**config.mk**
```make
export PLATFORM = sky130hd
export DESIGN_NAME = sprite_frame_sequencer_flat
export DESIGN_NICKNAME = d
export VERILOG_FILES = /design/src/hw/rtl/sfs_pkg.sv /design/src/hw/rtl/sfs_in_if.sv /design/src/hw/rtl/sfs_out_if.sv /design/src/hw/rtl/sfs_display.sv /design/src/hw/rtl/sprite_frame_sequencer.sv /design/src/flat_wrapper.sv
export VERILOG_INCLUDE_DIRS = /design/src /design/src/hw/rtl
export SDC_FILE = /design/constraint.sdc
export NUM_CORES = 1
export LEC_CHECK = 0
export BUFFER_PORTS_ARGS = -buffer_cell sky130_fd_sc_hd__buf_4
export CORE_ASPECT_RATIO = 0.9
export CORE_UTILIZATION = 44
export CTS_CLUSTER_DIAMETER = 80
export CTS_CLUSTER_SIZE = 12
export DETAILED_ROUTE_END_ITERATION = 7
export MAX_ROUTING_LAYER = met4
export SLEW_MARGIN = 20
export SYNTH_ARGS = -nofsm -noshare
export SYNTH_HDL_FRONTEND = slang
export SYNTH_HIERARCHICAL = 1
export SYNTH_SLANG_ARGS = --single-unit
export TNS_END_PERCENT = 20
```
**constraint.sdc**
```tcl
create_clock -name i_clk -period 5.7 [get_ports i_clk]
set_clock_uncertainty 0.05 [all_clocks]
set_input_delay 0.855 -clock i_clk [delete_from_list [all_inputs] [get_ports i_clk]]
set_output_delay 0.855 -clock i_clk [all_outputs]
set_load 0.02 [all_outputs]
```
**src/hw/rtl/sprite_frame_sequencer_macros.svh**
```systemverilog
// ----------------------------------------------------------------------------
// Sprite frame sequencer assertion macros
// Shared concurrent assertion forms, clocked on i_clk and quiet in reset.
// ----------------------------------------------------------------------------
`ifndef SPRITE_FRAME_SEQUENCER_MACROS_SVH
`define SPRITE_FRAME_SEQUENCER_MACROS_SVH

// Check a condition in the same cycle as its trigger.
`define SFS_ASSERT_NOW(label, trig, cond) \
    label: assert property (@(posedge i_clk) disable iff (!i_rst_n) \
        (trig) |-> (cond)) else $error("sequencer check failed");

// Check a condition in the cycle after its trigger.
`define SFS_ASSERT_NEXT(label, trig, cond) \
    label: assert property (@(posedge i_clk) disable iff (!i_rst_n) \
        (trig) |=> (cond)) else $error("sequencer check failed");

`endif

```
**src/hw/rtl/sfs_pkg.sv**
```systemverilog
// ----------------------------------------------------------------------------
// Sprite frame sequencer package
// Field widths, command and mode codes, register indexes and shared structs.
// ----------------------------------------------------------------------------
package sfs_pkg;

    // Parameter defaults
    localparam int SFS_MAX_FRAMES = 256;
    localparam int SFS_TIME_WIDTH = 32;

    // Field and register widths
    localparam int KIND_W     = 2;
    localparam int ELAPSED_W  = 16;
    localparam int SHOWN_W    = 8;
    localparam int MODE_W     = 3;
    localparam int DELAY_W    = 32;
    localparam int COUNT_W    = 9;
    localparam int CFG_IDX_W  = 2;
    localparam int CFG_DATA_W = 32;

    typedef logic [KIND_W-1:0]    t_kind;
    typedef logic [MODE_W-1:0]    t_mode;
    typedef logic [CFG_IDX_W-1:0] t_cfg_idx;

    // Item kinds
    localparam t_kind KIND_TICK  = 2'd0;
    localparam t_kind KIND_PAUSE = 2'd1;
    localparam t_kind KIND_STOP  = 2'd2;
    localparam t_kind KIND_START = 2'd3;

    // Playback modes; codes above MODE_REV_LOOP are undefined
    localparam t_mode MODE_LOOP     = 3'd0;
    localparam t_mode MODE_ONCE     = 3'd1;
    localparam t_mode MODE_PINGPONG = 3'd2;
    localparam t_mode MODE_REVERSE  = 3'd3;
    localparam t_mode MODE_REV_LOOP = 3'd4;

    // Configuration register indexes
    localparam t_cfg_idx CFG_MODE  = 2'd0;
    localparam t_cfg_idx CFG_DELAY = 2'd1;
    localparam t_cfg_idx CFG_COUNT = 2'd2;

    // Sequencer status flags
    typedef struct packed {
        logic played;
        logic paused;
        logic stopped;
        logic forward;
    } t_seq_flags;

    // One result beat
    typedef struct packed {
        logic [SHOWN_W-1:0] shown_frame;
        logic               frame_valid;
        logic               finished_once;
        logic               is_paused;
        logic               is_stopped;
        logic               going_forward;
    } t_frame_out;

endpackage

```
**src/hw/rtl/sfs_in_if.sv**
```systemverilog
// ----------------------------------------------------------------------------
// Sequencer input channel
// Valid/ready stream carrying one tick or command beat.
// ----------------------------------------------------------------------------
interface sfs_in_if import sfs_pkg::*; ();
    logic                 valid;
    logic                 ready;
    logic [KIND_W-1:0]    kind;
    logic [ELAPSED_W-1:0] elapsed;

    modport source (output valid, output kind, output elapsed, input ready);
    modport sink   (input valid, input kind, input elapsed, output ready);
endinterface

```
**src/hw/rtl/sfs_out_if.sv**
```systemverilog
// ----------------------------------------------------------------------------
// Sequencer result channel
// Valid/ready stream carrying the displayed frame and status flags.
// ----------------------------------------------------------------------------
interface sfs_out_if import sfs_pkg::*; ();
    logic               valid;
    logic               ready;
    logic [SHOWN_W-1:0] shown_frame;
    logic               frame_valid;
    logic               finished_once;
    logic               is_paused;
    logic               is_stopped;
    logic               going_forward;

    modport source (output valid, output shown_frame, output frame_valid,
                    output finished_once, output is_paused, output is_stopped,
                    output going_forward, input ready);
    modport sink   (input valid, input shown_frame, input frame_valid,
                    input finished_once, input is_paused, input is_stopped,
                    input going_forward, output ready);
endinterface

```
**src/hw/rtl/sfs_display.sv**
```systemverilog
// ----------------------------------------------------------------------------
// Sequencer display mapping
// Maps the raw frame index to the shown index for the mode and packs status.
// ----------------------------------------------------------------------------
module sfs_display import sfs_pkg::*; (
    input  logic [COUNT_W-1:0] i_raw_index,
    input  logic [COUNT_W-1:0] i_count,
    input  t_mode              i_mode,
    input  t_seq_flags         i_flags,
    output t_frame_out         o_frame
);

    logic               w_in_range;
    logic               w_mirrored;
    logic               w_defined;
    logic [COUNT_W-1:0] w_mirror_idx;
    logic [COUNT_W-1:0] w_pick;

    // Pick forward or mirrored index
    always_comb begin
        w_in_range   = i_raw_index < i_count;
        w_mirror_idx = i_count - COUNT_W'(1) - i_raw_index;
        w_mirrored   = 1'b0;
        w_defined    = 1'b1;
        case (i_mode)
            MODE_LOOP:     w_mirrored = 1'b0;
            MODE_ONCE:     w_mirrored = 1'b0;
            MODE_PINGPONG: w_mirrored = !i_flags.forward;
            MODE_REVERSE:  w_mirrored = 1'b1;
            MODE_REV_LOOP: w_mirrored = 1'b1;
            default:       w_defined  = 1'b0;
        endcase
        w_pick = w_mirrored ? w_mirror_idx : i_raw_index;
    end

    // Pack the result; an invalid index shows frame zero
    always_comb begin
        o_frame.frame_valid   = w_defined && w_in_range;
        o_frame.shown_frame   = o_frame.frame_valid ? w_pick[SHOWN_W-1:0] : '0;
        o_frame.finished_once = i_flags.played;
        o_frame.is_paused     = i_flags.paused;
        o_frame.is_stopped    = i_flags.stopped;
        o_frame.going_forward = i_flags.forward;
    end

endmodule

```
**src/hw/rtl/sprite_frame_sequencer.sv**
```systemverilog
// ----------------------------------------------------------------------------
// Sprite frame sequencer
// Steps an animation frame index from time ticks and pause/stop/start commands.
// ----------------------------------------------------------------------------
//  channel    dir  handshake          payload
//  i_item     in   valid/ready        kind, elapsed
//  o_result   out  valid/ready        shown_frame, frame_valid, status flags
//  i_cfg_*    in   write enable only  index, data (mode, delay, count)
//
//  One beat is taken every cycle unless the result stalls; a result beat is
//  offered once its item has moved through the input and result registers.
//  The sequencer state updates as a beat moves from the input register to
//  the result register, so consecutive beats chain without bubbles.
//  A stalled result holds; one more beat waits in the input register.
//  Synchronous active-low reset clears state and loads register defaults.
// ----------------------------------------------------------------------------
`include "sprite_frame_sequencer_macros.svh"

module sprite_frame_sequencer import sfs_pkg::*; #(
    parameter int MAX_FRAMES = SFS_MAX_FRAMES,
    parameter int TIME_WIDTH = SFS_TIME_WIDTH
) (
    input  logic                  i_clk,
    input  logic                  i_rst_n,
    input  logic                  i_cfg_we,
    input  logic [CFG_IDX_W-1:0]  i_cfg_index,
    input  logic [CFG_DATA_W-1:0] i_cfg_data,
    sfs_in_if.sink                i_item,
    sfs_out_if.source             o_result
);

    localparam int IDX_W  = (MAX_FRAMES >= (1 << SHOWN_W)) ? SHOWN_W : $clog2(MAX_FRAMES);
    localparam int ACMP_W = (TIME_WIDTH > DELAY_W) ? TIME_WIDTH : DELAY_W;

    // Configuration registers
    t_mode                r_mode;
    logic [DELAY_W-1:0]   r_delay;
    logic [COUNT_W-1:0]   r_count;

    // Sequencer state
    logic [TIME_WIDTH-1:0] r_acc,  n_acc;
    logic [IDX_W-1:0]      r_idx,  n_idx;
    t_seq_flags            r_flags, n_flags;

    // Pipeline registers
    logic                 r_in_v;
    t_kind                r_kind;
    logic [ELAPSED_W-1:0] r_elapsed;
    logic                 r_out_v;
    t_frame_out           r_out;

    logic                  w_adv;
    logic                  w_accept;
    logic [COUNT_W-1:0]    w_cnt;
    logic [TIME_WIDTH:0]   w_sum;
    logic [TIME_WIDTH-1:0] w_sat;
    logic [COUNT_W-1:0]    w_next;
    logic                  w_frozen;
    t_frame_out            w_frame;

    // Handshake: advance when the result slot is free or draining
    assign w_adv        = r_in_v && (!r_out_v || o_result.ready);
    assign i_item.ready = !r_in_v || w_adv;
    assign w_accept     = i_item.valid && i_item.ready;

    // Clamp the frame count to the supported maximum
    assign w_cnt = (int'(r_count) > MAX_FRAMES) ? COUNT_W'(MAX_FRAMES) : r_count;

    // Next sequencer state for the beat in the input register
    always_comb begin
        n_acc    = r_acc;
        n_idx    = r_idx;
        n_flags  = r_flags;
        w_sum    = {1'b0, r_acc} + (TIME_WIDTH + 1)'(r_elapsed);
        w_sat    = w_sum[TIME_WIDTH] ? '1 : w_sum[TIME_WIDTH-1:0];
        w_next   = COUNT_W'(r_idx) + COUNT_W'(1);
        w_frozen = ((r_mode == MODE_ONCE) || (r_mode == MODE_REVERSE)) && r_flags.played;
        case (r_kind)
            KIND_TICK: begin
                if (!w_frozen && !r_flags.paused && !r_flags.stopped) begin
                    n_acc = w_sat;
                    if (ACMP_W'(w_sat) >= ACMP_W'(r_delay)) begin
                        n_acc = '0;
                        if (w_next >= w_cnt) begin
                            n_idx          = '0;
                            n_flags.played = 1'b1;
                            if (r_mode == MODE_PINGPONG) begin
                                n_flags.forward = !r_flags.forward;
                            end
                        end else begin
                            n_idx = w_next[IDX_W-1:0];
                        end
                    end
                end
            end
            KIND_PAUSE: begin
                n_flags.paused = 1'b1;
            end
            KIND_STOP: begin
                if (!r_flags.stopped) begin
                    n_flags.stopped = 1'b1;
                    n_flags.paused  = 1'b0;
                    n_flags.played  = 1'b0;
                    n_flags.forward = 1'b1;
                    n_idx           = '0;
                    n_acc           = '0;
                end
            end
            KIND_START: begin
                n_flags.paused  = 1'b0;
                n_flags.stopped = 1'b0;
            end
            default: begin
                n_flags = r_flags;
            end
        endcase
    end

    // Map the updated index for display
    sfs_display u_display (
        .i_raw_index (COUNT_W'(n_idx)),
        .i_count     (w_cnt),
        .i_mode      (r_mode),
        .i_flags     (n_flags),
        .o_frame     (w_frame)
    );

    // Write configuration registers
    always_ff @(posedge i_clk) begin
        if (!i_rst_n) begin
            r_mode  <= MODE_LOOP;
            r_delay <= '0;
            r_count <= COUNT_W'(1);
        end else if (i_cfg_we) begin
            case (i_cfg_index)
                CFG_MODE:  r_mode  <= i_cfg_data[MODE_W-1:0];
                CFG_DELAY: r_delay <= i_cfg_data[DELAY_W-1:0];
                CFG_COUNT: r_count <= i_cfg_data[COUNT_W-1:0];
                default:   r_mode  <= r_mode;
            endcase
        end
    end

    // Update state as a beat advances
    always_ff @(posedge i_clk) begin
        if (!i_rst_n) begin
            r_acc   <= '0;
            r_idx   <= '0;
            r_flags <= '{played: 1'b0, paused: 1'b0, stopped: 1'b0, forward: 1'b1};
        end else if (w_adv) begin
            r_acc   <= n_acc;
            r_idx   <= n_idx;
            r_flags <= n_flags;
        end
    end

    // Hold valid bits for the input and result registers
    always_ff @(posedge i_clk) begin
        if (!i_rst_n) begin
            r_in_v  <= 1'b0;
            r_out_v <= 1'b0;
        end else begin
            if (w_accept) begin
                r_in_v <= 1'b1;
            end else if (w_adv) begin
                r_in_v <= 1'b0;
            end
            if (w_adv) begin
                r_out_v <= 1'b1;
            end else if (o_result.ready) begin
                r_out_v <= 1'b0;
            end
        end
    end

    // Capture payloads
    always_ff @(posedge i_clk) begin
        if (w_accept) begin
            r_kind    <= i_item.kind;
            r_elapsed <= i_item.elapsed;
        end
        if (w_adv) begin
            r_out <= w_frame;
        end
    end

    // Drive the result channel
    assign o_result.valid         = r_out_v;
    assign o_result.shown_frame   = r_out.shown_frame;
    assign o_result.frame_valid   = r_out.frame_valid;
    assign o_result.finished_once = r_out.finished_once;
    assign o_result.is_paused     = r_out.is_paused;
    assign o_result.is_stopped    = r_out.is_stopped;
    assign o_result.going_forward = r_out.going_forward;

    // Checks
    `SFS_ASSERT_NOW(a_shown_in_count, r_out_v && r_out.frame_valid, COUNT_W'(r_out.shown_frame) < w_cnt)
    `SFS_ASSERT_NOW(a_stop_clears, r_flags.stopped, (r_idx == '0) && (r_acc == '0) && !r_flags.played && r_flags.forward)
    `SFS_ASSERT_NEXT(a_adv_fills_out, w_adv, r_out_v)
    `SFS_ASSERT_NEXT(a_stall_holds_in, r_in_v && !w_adv, r_in_v && $stable(r_kind) && $stable(r_elapsed))

endmodule
```
**src/flat_wrapper.sv**
```systemverilog
// flat-port wrapper written by rule: the top's interface ports become plain ports
module sprite_frame_sequencer_flat import sfs_pkg::*;
#(
    parameter int MAX_FRAMES = SFS_MAX_FRAMES,
    parameter int TIME_WIDTH = SFS_TIME_WIDTH
)
  (i_clk, i_rst_n, i_cfg_we, i_cfg_index, i_cfg_data, i_item_valid, i_item_kind, i_item_elapsed, i_item_ready, o_result_valid, o_result_shown_frame, o_result_frame_valid, o_result_finished_once, o_result_is_paused, o_result_is_stopped, o_result_going_forward, o_result_ready);
  sfs_in_if i_item_i ();
  sfs_out_if o_result_i ();
  input  logic i_clk;
  input  logic i_rst_n;
  input  logic i_cfg_we;
  input  logic [CFG_IDX_W-1:0] i_cfg_index;
  input  logic [CFG_DATA_W-1:0] i_cfg_data;
  input wire logic [$bits(i_item_i.valid)-1:0] i_item_valid;
  input wire logic [$bits(i_item_i.kind)-1:0] i_item_kind;
  input wire logic [$bits(i_item_i.elapsed)-1:0] i_item_elapsed;
  output wire logic [$bits(i_item_i.ready)-1:0] i_item_ready;
  output wire logic [$bits(o_result_i.valid)-1:0] o_result_valid;
  output wire logic [$bits(o_result_i.shown_frame)-1:0] o_result_shown_frame;
  output wire logic [$bits(o_result_i.frame_valid)-1:0] o_result_frame_valid;
  output wire logic [$bits(o_result_i.finished_once)-1:0] o_result_finished_once;
  output wire logic [$bits(o_result_i.is_paused)-1:0] o_result_is_paused;
  output wire logic [$bits(o_result_i.is_stopped)-1:0] o_result_is_stopped;
  output wire logic [$bits(o_result_i.going_forward)-1:0] o_result_going_forward;
  input wire logic [$bits(o_result_i.ready)-1:0] o_result_ready;
  assign i_item_i.valid = i_item_valid;
  assign i_item_i.kind = i_item_kind;
  assign i_item_i.elapsed = i_item_elapsed;
  assign i_item_ready = i_item_i.ready;
  assign o_result_valid = o_result_i.valid;
  assign o_result_shown_frame = o_result_i.shown_frame;
  assign o_result_frame_valid = o_result_i.frame_valid;
  assign o_result_finished_once = o_result_i.finished_once;
  assign o_result_is_paused = o_result_i.is_paused;
  assign o_result_is_stopped = o_result_i.is_stopped;
  assign o_result_going_forward = o_result_i.going_forward;
  assign o_result_i.ready = o_result_ready;
  sprite_frame_sequencer #(.MAX_FRAMES(MAX_FRAMES), .TIME_WIDTH(TIME_WIDTH)) u_core (.i_clk(i_clk), .i_rst_n(i_rst_n), .i_cfg_we(i_cfg_we), .i_cfg_index(i_cfg_index), .i_cfg_data(i_cfg_data), .i_item(i_item_i), .o_result(o_result_i));
endmodule
```
==> flow_metrics.env, run 1 <==
export IMPL_status="finished clean"
export IMPL_yosysWarnings=6
export IMPL_critical_path_class="flop to flop"
export IMPL_r2r_end="u_core/o_result.shown_frame[7]$_DFFE_PP_"
export IMPL_cts_sinks=121
export IMPL_path_clk_slew_ns=0.06
export IMPL_ys_flop_type="dfxtp_1"
export IMPL_syn_inst=975
export IMPL_power_density_mw_per_mm2=223
export IMPL_worst_slew_pin_slew_ns=0.915
export IMPL_fin_area_mm2=0.0106
export IMPL_setup_viol=0
export IMPL_slew_headroom_pct=39.0
export IMPL_ant_nets=0
export IMPL_grt_ovfl_total=0
export IMPL_worstPathRequired_ns=5.86
export IMPL_cap_violations=0
export IMPL_grt_util_met2_pct=34.4
export IMPL_synthTopCellsByArea="dfxtp_1 22%, edfxtp_1 12%, ha_1 12%"
export IMPL_postRouteWirelength_um=21800
export IMPL_multi_input_area_mm2=0.00525
export IMPL_gp_congestion=0.944
export IMPL_path_max_fanout=8
export IMPL_grt_use_met1_pct=34.8
export IMPL_grt_pass1_wl_um=33900
export IMPL_crit_top_cell="buf_4"
export IMPL_drt_first_pass_iters=5
export IMPL_drc=0
export IMPL_cp_slowest_stage_delay_ns=0.42
export IMPL_ff_latch_area_mm2=0.00273
export IMPL_cp_data_arrival_time_ns=5.79
export IMPL_antenna_found_initial=0
export IMPL_busiest_layer="met1"
export IMPL_avgSynthCellArea_um2=8.25
export IMPL_die_x_um=145
export IMPL_final_min_clock_period_ns=5.63
export IMPL_fmax_ghz=0.178
export IMPL_first_iter_violations=365
export IMPL_synth_commonest_cells="152 x nand2_1, 93 x a21oi_1, 90 x dfxtp_1"
export IMPL_synth_edf_count=31
export IMPL_hp_class="flop to flop"
export IMPL_ioPinCount=72
export IMPL_grt_max_degree=40
export IMPL_synth_nets=1108
export IMPL_cp_slowest_cell="edfxtp_1"
export IMPL_endpoint_kind="flop"
export IMPL_startpoint="u_core/r_elapsed[3]$_DFFE_PP_"
export IMPL_drive_gt1_share_pct=27.3
export IMPL_cp_depth=26
export IMPL_htreeDepth=4
export IMPL_netlist_area_leader_share_pct=22.4
export IMPL_n_fill_cell=1613
export IMPL_avgViaCountPerCell=5.37
export IMPL_crit_buf_inv=7
export IMPL_grt_pass1_vias=6724
export IMPL_die_h_um=130
export IMPL_ys_types=85
export IMPL_grt_use_total_pct=24.2
export IMPL_rsz0062_at_grt="yes"
export IMPL_rows=46
export IMPL_coreArea_mm2=0.0178
export IMPL_hpwl_um=15900
export IMPL_cp_top_family="compound AO/OA/AOI/OAI gates"
export IMPL_yosysSeqAreaShare_pct=34.0
export IMPL_post_place_ws_ns=-0.370
export IMPL_finalMaxSlewViolations=0
export IMPL_vias=7436
export IMPL_leakage_uw=0.00428
export IMPL_cts_path_max_buffers=2
export IMPL_area_growth_synth_to_final_pct=31.5
export IMPL_crit_end="u_core/o_result.shown_frame[7]$_DFFE_PP_"
export IMPL_reg2reg_slack_ns=0.07
export IMPL_netlist_area_mm2=0.00805
export IMPL_cts_tree="yes"
export IMPL_finalHoldViolations=0
export IMPL_post_synth_top_count_cell="nand2_1"
export IMPL_hold_slack_ns=0.406
export IMPL_numCtsBuffers=17
export IMPL_rr_worst_depth=26
export IMPL_postLayoutSetupSlackWorst_ns=0.0713
export IMPL_max_vdd_ir_drop_mv=0.213
export IMPL_async_reset_ff_share_pct=0
export IMPL_rr_startpoint="u_core/r_elapsed[3]$_DFFE_PP_"
export IMPL_grtUsageMet3_pct=4.44
export IMPL_start_util_pct=45.2
export IMPL_wire_per_inst_um=15.7
export IMPL_min_period_over_period_pct=98.7
export IMPL_io_buffers=71
export IMPL_synth_top_cell_by_area="dfxtp_1"
export IMPL_clock_latency_ns=0.42
export IMPL_cp_start_kind="flop"
export IMPL_root_buffer="clkbuf_16"
export IMPL_dpl_cell_area_mm2=0.00944
export IMPL_synth_seq_cells=121
export IMPL_antenna_cells=0
export IMPL_dieArea_mm2=0.0188
export IMPL_nets=1266
-- layout make-up --
| type | instances | area share (%) |
|---|---|---|
| Clock inverter | 14 | 1.14 |
| Timing Repair Buffer | 187 | 13.6 |
| Multi-Input combinational cell | 729 | 49.6 |
| Tap cell | 240 | 2.84 |
| Clock buffer | 18 | 4.26 |
| Sequential cell | 121 | 25.8 |
| Inverter | 77 | 2.73 |
-- sequential cells by signal, indices dropped and copies added, names as in the netlist --
| name | count |
|---|---|
| u_core/o_result.finished_once | 1 |
| u_core/o_result.frame_valid | 1 |
| u_core/o_result.going_forward | 1 |
| u_core/o_result.is_paused | 1 |
| u_core/o_result.is_stopped | 1 |
| u_core/o_result.shown_frame | 8 |
| u_core/o_result.valid | 1 |
| u_core/r_acc | 32 |
| u_core/r_count | 9 |
| u_core/r_delay | 32 |
| u_core/r_elapsed | 16 |
| u_core/r_flags | 4 |
| u_core/r_idx | 8 |
| u_core/r_in_v | 1 |
| u_core/r_kind | 2 |
| u_core/r_mode | 3 |
-- report_power, final --
part,switching (uW),internal [uW],leakage (uW)
sequential,17.1,909,0.00103
combinational,207,181,0.00296
clock,418,626,0.000286
-- worst reg2reg max path, delay by kind of cell, from the launching register on --
family | cells | cell delay (ns)
compound gates | 13 | 2.57
fa+ha+maj | 3 | 0.67
buf+inv | 7 | 1.11
flops | 1 | 0.42
simple gates | 3 | 0.59
-- through the flow --
| step | TNS [ns] | std cells | utilization, % | total power, uW |
|---|---|---|---|---|
| after floorplan | 0 | 975 | - | 1140 |
| after global placement | -1.16 | 1344 | 53.1 | 1280 |
| after detailed placement | -1.95 | 1344 | 53.1 | 1290 |
| after CTS | -0.00170 | 1377 | 56.9 | 2350 |
| after global routing | -0.355 | 1386 | 59.5 | 2450 |
| final | 0 | 1386 | 59.5 | 2360 |
-- worst min-delay path by stage --
stage,depth (start not counted),startpoint,slack (ns),end
after floorplan,2,u_core/r_acc[15]$_SDFFE_PN0P_,0.39,u_core/r_acc[15]$_SDFFE_PN0P_
after global placement,2,u_core/r_delay[28]$_SDFFE_PN0P_,0.39,u_core/r_delay[28]$_SDFFE_PN0P_
after detailed placement,2,u_core/r_delay[30]$_SDFFE_PN0P_,0.40,u_core/r_delay[30]$_SDFFE_PN0P_
after CTS,2,u_core/r_delay[30]$_SDFFE_PN0P_,0.41,u_core/r_delay[30]$_SDFFE_PN0P_
after global routing,2,u_core/r_delay[3]$_SDFFE_PN0P_,0.42,u_core/r_delay[3]$_SDFFE_PN0P_
final,2,u_core/r_delay[30]$_SDFFE_PN0P_,0.41,u_core/r_delay[30]$_SDFFE_PN0P_
-- kinds of logic after synthesis --
logic type,share of synthesized area (%)
flip-flops,34.0
AND/OR/NAND/NOR,21.3
adder cells (fa/ha/maj),12.0
multiplexers,1.88
buffers and inverters,6.53
other,0.0466
XOR/XNOR,2.72
AO/OA/AOI/OAI,21.6
-- placed cells by master, fill, tap and decap left out, drive strengths merged, types with 7 or more instances in the layout --
cell type  instances
a211oi            12
a21oi             95
a22oi             10
a31oi              9
and2               7
and3              10
buf              187
clkbuf            18
clkinv            10
dfxtp             90
edfxtp            31
ha                74
inv               79
mux2i             14
nand2            152
nand2b            14
nand3             23
nand4             14
nor2              61
nor2b             11
nor3              18
o211ai            10
o21a              16
o21ai             41
o31ai              7
or2               10
or3               12
xnor2             14
xor2              11
-- routing by layer --
metal | vias up | part of all wire (%)
li1 | 3776 | -
met5 | - | 0
met2 | 192 | 43
met4 | 0 | 1.0
met1 | 3454 | 51
met3 | 14 | 5.4
-- what timing repair did --
action | CTS | global route
endpoints found under the setup margin | 9 | 9
resized for setup | 14 | 76
setup buffers | 1 | 9
pin swaps | 5 | 47
hold buffers | 0 | 0
No activity file was read; power rests on OpenSTA's default activity.
==> inputs of run 2 (changes only) <==
- BUFFER_PORTS_ARGS: -buffer_cell sky130_fd_sc_hd__buf_4 -> -buffer_cell sky130_fd_sc_hd__buf_2
==> run 2 against run 1 <==
Effect of this change:
- register-to-register slack lost 0.02 ns
- cell count fell by 0.65%
- sequential share of layout area is 0.44 points higher
- highest routed layer unchanged
==> flow_metrics.env, run 2 (same netlist as run 1, synthesis figures left out) <==
export IMPL_clock_latency_ns=0.43
export IMPL_finalHoldViolations=0
export IMPL_first_iter_violations=625
export IMPL_antenna_cells=0
export IMPL_cts_path_max_buffers=2
export IMPL_hp_class="flop to flop"
export IMPL_drive_gt1_share_pct=27.0
export IMPL_area_growth_synth_to_final_pct=29.3
export IMPL_cp_start_kind="flop"
export IMPL_drt_first_pass_iters=5
export IMPL_antenna_found_initial=0
export IMPL_htreeDepth=4
export IMPL_vias=7521
export IMPL_nets=1257
export IMPL_rsz0062_at_grt="yes"
export IMPL_numCtsBuffers=17
export IMPL_cts_tree="yes"
export IMPL_fin_tns_setup_ns=0
export IMPL_ioPinCount=72
export IMPL_die_h_um=130
export IMPL_status="finished clean"
export IMPL_fmax_ghz=0.177
export IMPL_grt_use_total_pct=24.4
export IMPL_path_max_fanout=6
export IMPL_power_density_mw_per_mm2=219
export IMPL_io_buffers=71
export IMPL_critical_path_class="flop to flop"
export IMPL_grt_pass1_wl_um=34200
export IMPL_hpwl_um=16000
export IMPL_top_regs="u_core/r_acc (32), u_core/r_delay (32), u_core/r_elapsed (16)"
export IMPL_crit_top_cell="buf_4"
export IMPL_cp_data_arrival_time_ns=5.87
export IMPL_grt_max_degree=47
export IMPL_final_common_cell="nand2_1"
export IMPL_cp_slowest_cell="or4_4"
export IMPL_wire_per_inst_um=16.3
export IMPL_cts_sinks=121
export IMPL_worstPathRequired_ns=5.92
export IMPL_min_period_over_period_pct=99.1
export IMPL_leakage_uw=0.00417
export IMPL_grt_use_met1_pct=35.8
export IMPL_busiest_layer="met1"
export IMPL_grt_pass1_vias=6615
export IMPL_grt_ovfl_total=0
export IMPL_avgViaCountPerCell=5.46
export IMPL_setup_viol=0
export IMPL_final_cell_mix="150 x nand2_1, 96 x buf_4, 91 x a21oi_1, 90 x dfxtp_1"
export IMPL_path_clk_slew_ns=0.06
export IMPL_grtUsageMet3_pct=3.63
export IMPL_start_util_pct=45.2
export IMPL_cap_violations=0
export IMPL_dp_cells=1329
export IMPL_final_min_clock_period_ns=5.65
export IMPL_ant_nets=0
export IMPL_slew_headroom_pct=37.4
export IMPL_max_vdd_ir_drop_mv=0.189
export IMPL_postRouteWirelength_um=22400
export IMPL_finalMaxSlewViolations=0
export IMPL_cp_slowest_stage_delay_ns=0.55
export IMPL_final_cells=1377
export IMPL_grt_util_met2_pct=33.9
export IMPL_drc=0
export IMPL_die_x_um=145
export IMPL_n_fill_cell=1574
export IMPL_gp_congestion=0.905
export IMPL_endpoint_kind="flop"
export IMPL_dieArea_mm2=0.0188
export IMPL_worst_slew_pin_slew_ns=0.940
export IMPL_coreArea_mm2=0.0178
export IMPL_root_buffer="clkbuf_16"
export IMPL_rows=46
## run 2: area by class of cell
cell class | count | area (um2) | area share, %
Inverter | 77 | 289 | 2.78
Clock inverter | 15 | 115 | 1.11
Timing Repair Buffer | 177 | 1190 | 11.4
Tap cell | 240 | 300 | 2.89
Sequential cell | 121 | 2730 | 26.3
Multi-Input combinational cell | 730 | 5350 | 51.5
Clock buffer | 17 | 425 | 4.09
## run 2: through the flow
step           total power [uW]  setup slack [ns]  util, %  hold slack [ns]  area (um2)
2_1_floorplan              1140            0.0281        -            0.386        8050
3_3_place_gp               1250            -0.161     51.5            0.394        9150
3_5_place_dp               1260            -0.228     51.5            0.397        9150
4_1_cts                    2260            0.0146     54.9            0.406        9760
5_1_grt                    2370            -0.185     58.5            0.420       10400
6_report                   2280            0.0503     58.5            0.405       10400
## run 2: power by group
group	total, uW	leakage, uW	internal (uW)	switching (uW)
clock network	993	0.000266	561	432
registers	925	0.00103	908	16.9
logic	362	0.00287	152	210
total	2280	0.00417	1620	659
## run 2: path summary, 6_finish.rpt
path                                                      from                                        to  slack (ns)  cells past startpoint
worst max-delay path             u_core/r_elapsed[1]$_DFFE_PP_  u_core/o_result.shown_frame[5]$_DFFE_PP_        0.05                     26
worst min-delay path            u_core/r_delay[3]$_SDFFE_PN0P_            u_core/r_delay[3]$_SDFFE_PN0P_        0.40                      2
worst max register to register   u_core/r_elapsed[1]$_DFFE_PP_  u_core/o_result.shown_frame[5]$_DFFE_PP_        0.05                     26
worst min register to register  u_core/r_delay[3]$_SDFFE_PN0P_            u_core/r_delay[3]$_SDFFE_PN0P_        0.40                      2
## run 2: what timing repair did
item                                    4_1_cts  5_1_grt
endpoints found under the setup margin        9        9
cloned                                        0        1
gates resized for setup                       9       99
pin swaps                                     3       53
hold buffers                                  0        0
buffers inserted                              2       14
hold endpoints to repair                      0        0
## run 2: critical path: cells and delay by family (launching register included)
kind                       cells  cell delay, ns
AOI/OAI and AO/OA             10            1.96
adders and majority gates      3            0.95
buffers and inverters          8            1.07
DFF                            1            0.39
and+or+nand+nor                5            1.07
## run 2: layer usage
metal,part of all wire (%),routed length (um),vias to the layer above
met3,5.5,1240,26
met5,0,0,-
met4,1.6,360,0
met2,42,9310,238
met1,51,11500,3495
li1,-,-,3762
==> inputs of run 3 (changes only) <==
- CTS_BUF_LIST: not set -> sky130_fd_sc_hd__clkbuf_4
==> run 3 against run 2 <==
Effect of this change:
- clock-buffer cell count stayed put
- flip-flop and latch count unchanged
- power down 19%
- critical path depth is 3 lower
- first-iteration DRC count down 12%
- via count shrank 1.3%
- sequential share of layout area up 0.85 points
- worst setup slack got worse by 0.0069 ns
==> flow_metrics.env, run 3 (same netlist as run 1, synthesis figures left out) <==
export IMPL_dp_cells=1329
export IMPL_postRouteWirelength_um=22100
export IMPL_cp_slowest_stage_delay_ns=0.55
export IMPL_hpwl_um=16000
export IMPL_nets=1257
export IMPL_final_min_clock_period_ns=5.66
export IMPL_slew_headroom_pct=36.7
export IMPL_cp_top_family="compound AO/OA/AOI/OAI gates"
export IMPL_grt_pass1_wl_um=34000
export IMPL_clock_latency_ns=0.57
export IMPL_hp_class="primary input to flop"
export IMPL_cp_start_kind="flop"
export IMPL_crit_chain="ha_4 -> buf_4 -> nand2_1 -> o21ai_0 -> a22oi_2 -> buf_4 -> a211o_4 -> buf_4 -> nand2b_1 -> ha_1 -> a2111o_1 -> a41oi_4 -> a311oi_4 -> nor3_4 -> nand2_1 -> o21ai_2 -> inv_2 -> ha_1 -> buf_4 -> a211oi_4 -> nor2_2 -> or4_4 -> a31oi_4"
export IMPL_grt_use_total_pct=24.2
export IMPL_drive_gt1_share_pct=26.8
export IMPL_gp_congestion=0.905
export IMPL_wire_per_inst_um=16.1
export IMPL_drc=0
export IMPL_path_clk_slew_ns=0.13
export IMPL_dpl_cell_area_mm2=0.00915
export IMPL_startpoint="u_core/r_elapsed[10]$_DFFE_PP_"
export IMPL_endpoint_kind="flop"
export IMPL_fin_tns_setup_ns=0
export IMPL_vias=7421
export IMPL_ant_nets=0
export IMPL_cts_tree="yes"
export IMPL_power_density_mw_per_mm2=183
export IMPL_critical_path_class="flop to flop"
export IMPL_holdCritStartpoint="i_item_elapsed[5]"
export IMPL_crit_top_cell="buf_4"
export IMPL_final_common_cell="nand2_1"
export IMPL_avgViaCountPerCell=5.39
export IMPL_ctsHoldBuffers=0
export IMPL_grt_ovfl_total=0
export IMPL_coreArea_mm2=0.0178
export IMPL_min_period_over_period_pct=99.2
export IMPL_drt_first_pass_iters=6
export IMPL_rr_startpoint="u_core/r_elapsed[10]$_DFFE_PP_"
export IMPL_die_x_um=145
export IMPL_grt_pass1_vias=6548
export IMPL_antenna_found_initial=1
export IMPL_root_buffer="clkbuf_4"
export IMPL_worstPathRequired_ns=6.06
export IMPL_io_buffers=71
export IMPL_worst_slew_pin_slew_ns=0.949
export IMPL_final_cells=1378
export IMPL_fmax_ghz=0.177
export IMPL_start_util_pct=45.2
export IMPL_fin_area_mm2=0.0101
export IMPL_area_growth_synth_to_final_pct=25.3
export IMPL_setup_viol=0
export IMPL_final_cell_mix="148 x nand2_1, 98 x buf_4, 90 x a21oi_1, 90 x dfxtp_1"
export IMPL_crit_buf_inv=5
export IMPL_die_h_um=130
export IMPL_max_vdd_ir_drop_mv=0.167
export IMPL_cts_path_max_buffers=2
export IMPL_htreeDepth=4
export IMPL_cp_data_arrival_time_ns=6.02
export IMPL_numCtsBuffers=17
export IMPL_first_iter_violations=549
export IMPL_finalHoldViolations=0
export IMPL_cap_violations=0
export IMPL_cts_sinks=121
export IMPL_rows=46
export IMPL_leakage_uw=0.00402
export IMPL_top_regs="u_core/r_acc (32), u_core/r_delay (32), u_core/r_elapsed (16)"
export IMPL_grt_max_degree=47
export IMPL_path_max_fanout=7
export IMPL_n_fill_cell=1637
export IMPL_finalMaxSlewViolations=0
export IMPL_ioPinCount=72
export IMPL_rsz0062_at_grt="yes"
export IMPL_cp_slowest_cell="or4_4"
export IMPL_dieArea_mm2=0.0188
export IMPL_status="finished clean"
[run 3: cell type report]
type                    instances  area, um2  share of cell area (%)
diodes                          1       2.50                  0.0248
clock buffers                  17        128                    1.27
clock inverters                15        115                    1.14
inverters                      77        289                    2.87
multi-input cells             730       5330                    52.9
flip-flops and latches        121       2730                    27.1
well taps                     240        300                    2.98
repair buffers                177       1180                    11.7
[run 3: final timing paths]
kind	cells past startpoint	slack, ns	end
min reg2reg	2	0.42	u_core/r_delay[1]$_SDFFE_PN0P_
max	23	0.04	u_core/o_result.shown_frame[5]$_DFFE_PP_
min	1	0.40	u_core/r_elapsed[5]$_DFFE_PP_
max reg2reg	23	0.04	u_core/o_result.shown_frame[5]$_DFFE_PP_
[run 3: timing repair]
item,CTS,global route
hold endpoints to repair,0,0
buffers inserted,2,14
setup endpoints to repair,9,9
gates resized for setup,9,91
cloned,1,1
pin swaps,3,43
[run 3: metal layers]
metal | part of all wire [%] | track usage [%]
met4 | 0.93 | 5.45
met1 | 53 | 35.9
met3 | 4.9 | 4.29
met2 | 41 | 33.5
met5 | 0 | -
[run 3: where the power goes]
group	internal, uW	switching, uW	total, uW
Combinational	154	207	361
Sequential	907	17.5	925
Clock	178	376	554
[run 3: stage by stage]
stage	util [%]	setup WS (ns)	power [uW]	hold WS, ns
floorplan	-	0.0281	1140	0.386
global placement	51.5	-0.161	1250	0.394
detailed placement	51.5	-0.228	1260	0.397
CTS	53.3	0.0172	1820	0.367
global route	56.7	-0.153	1930	0.370
finish	56.7	0.0434	1840	0.404
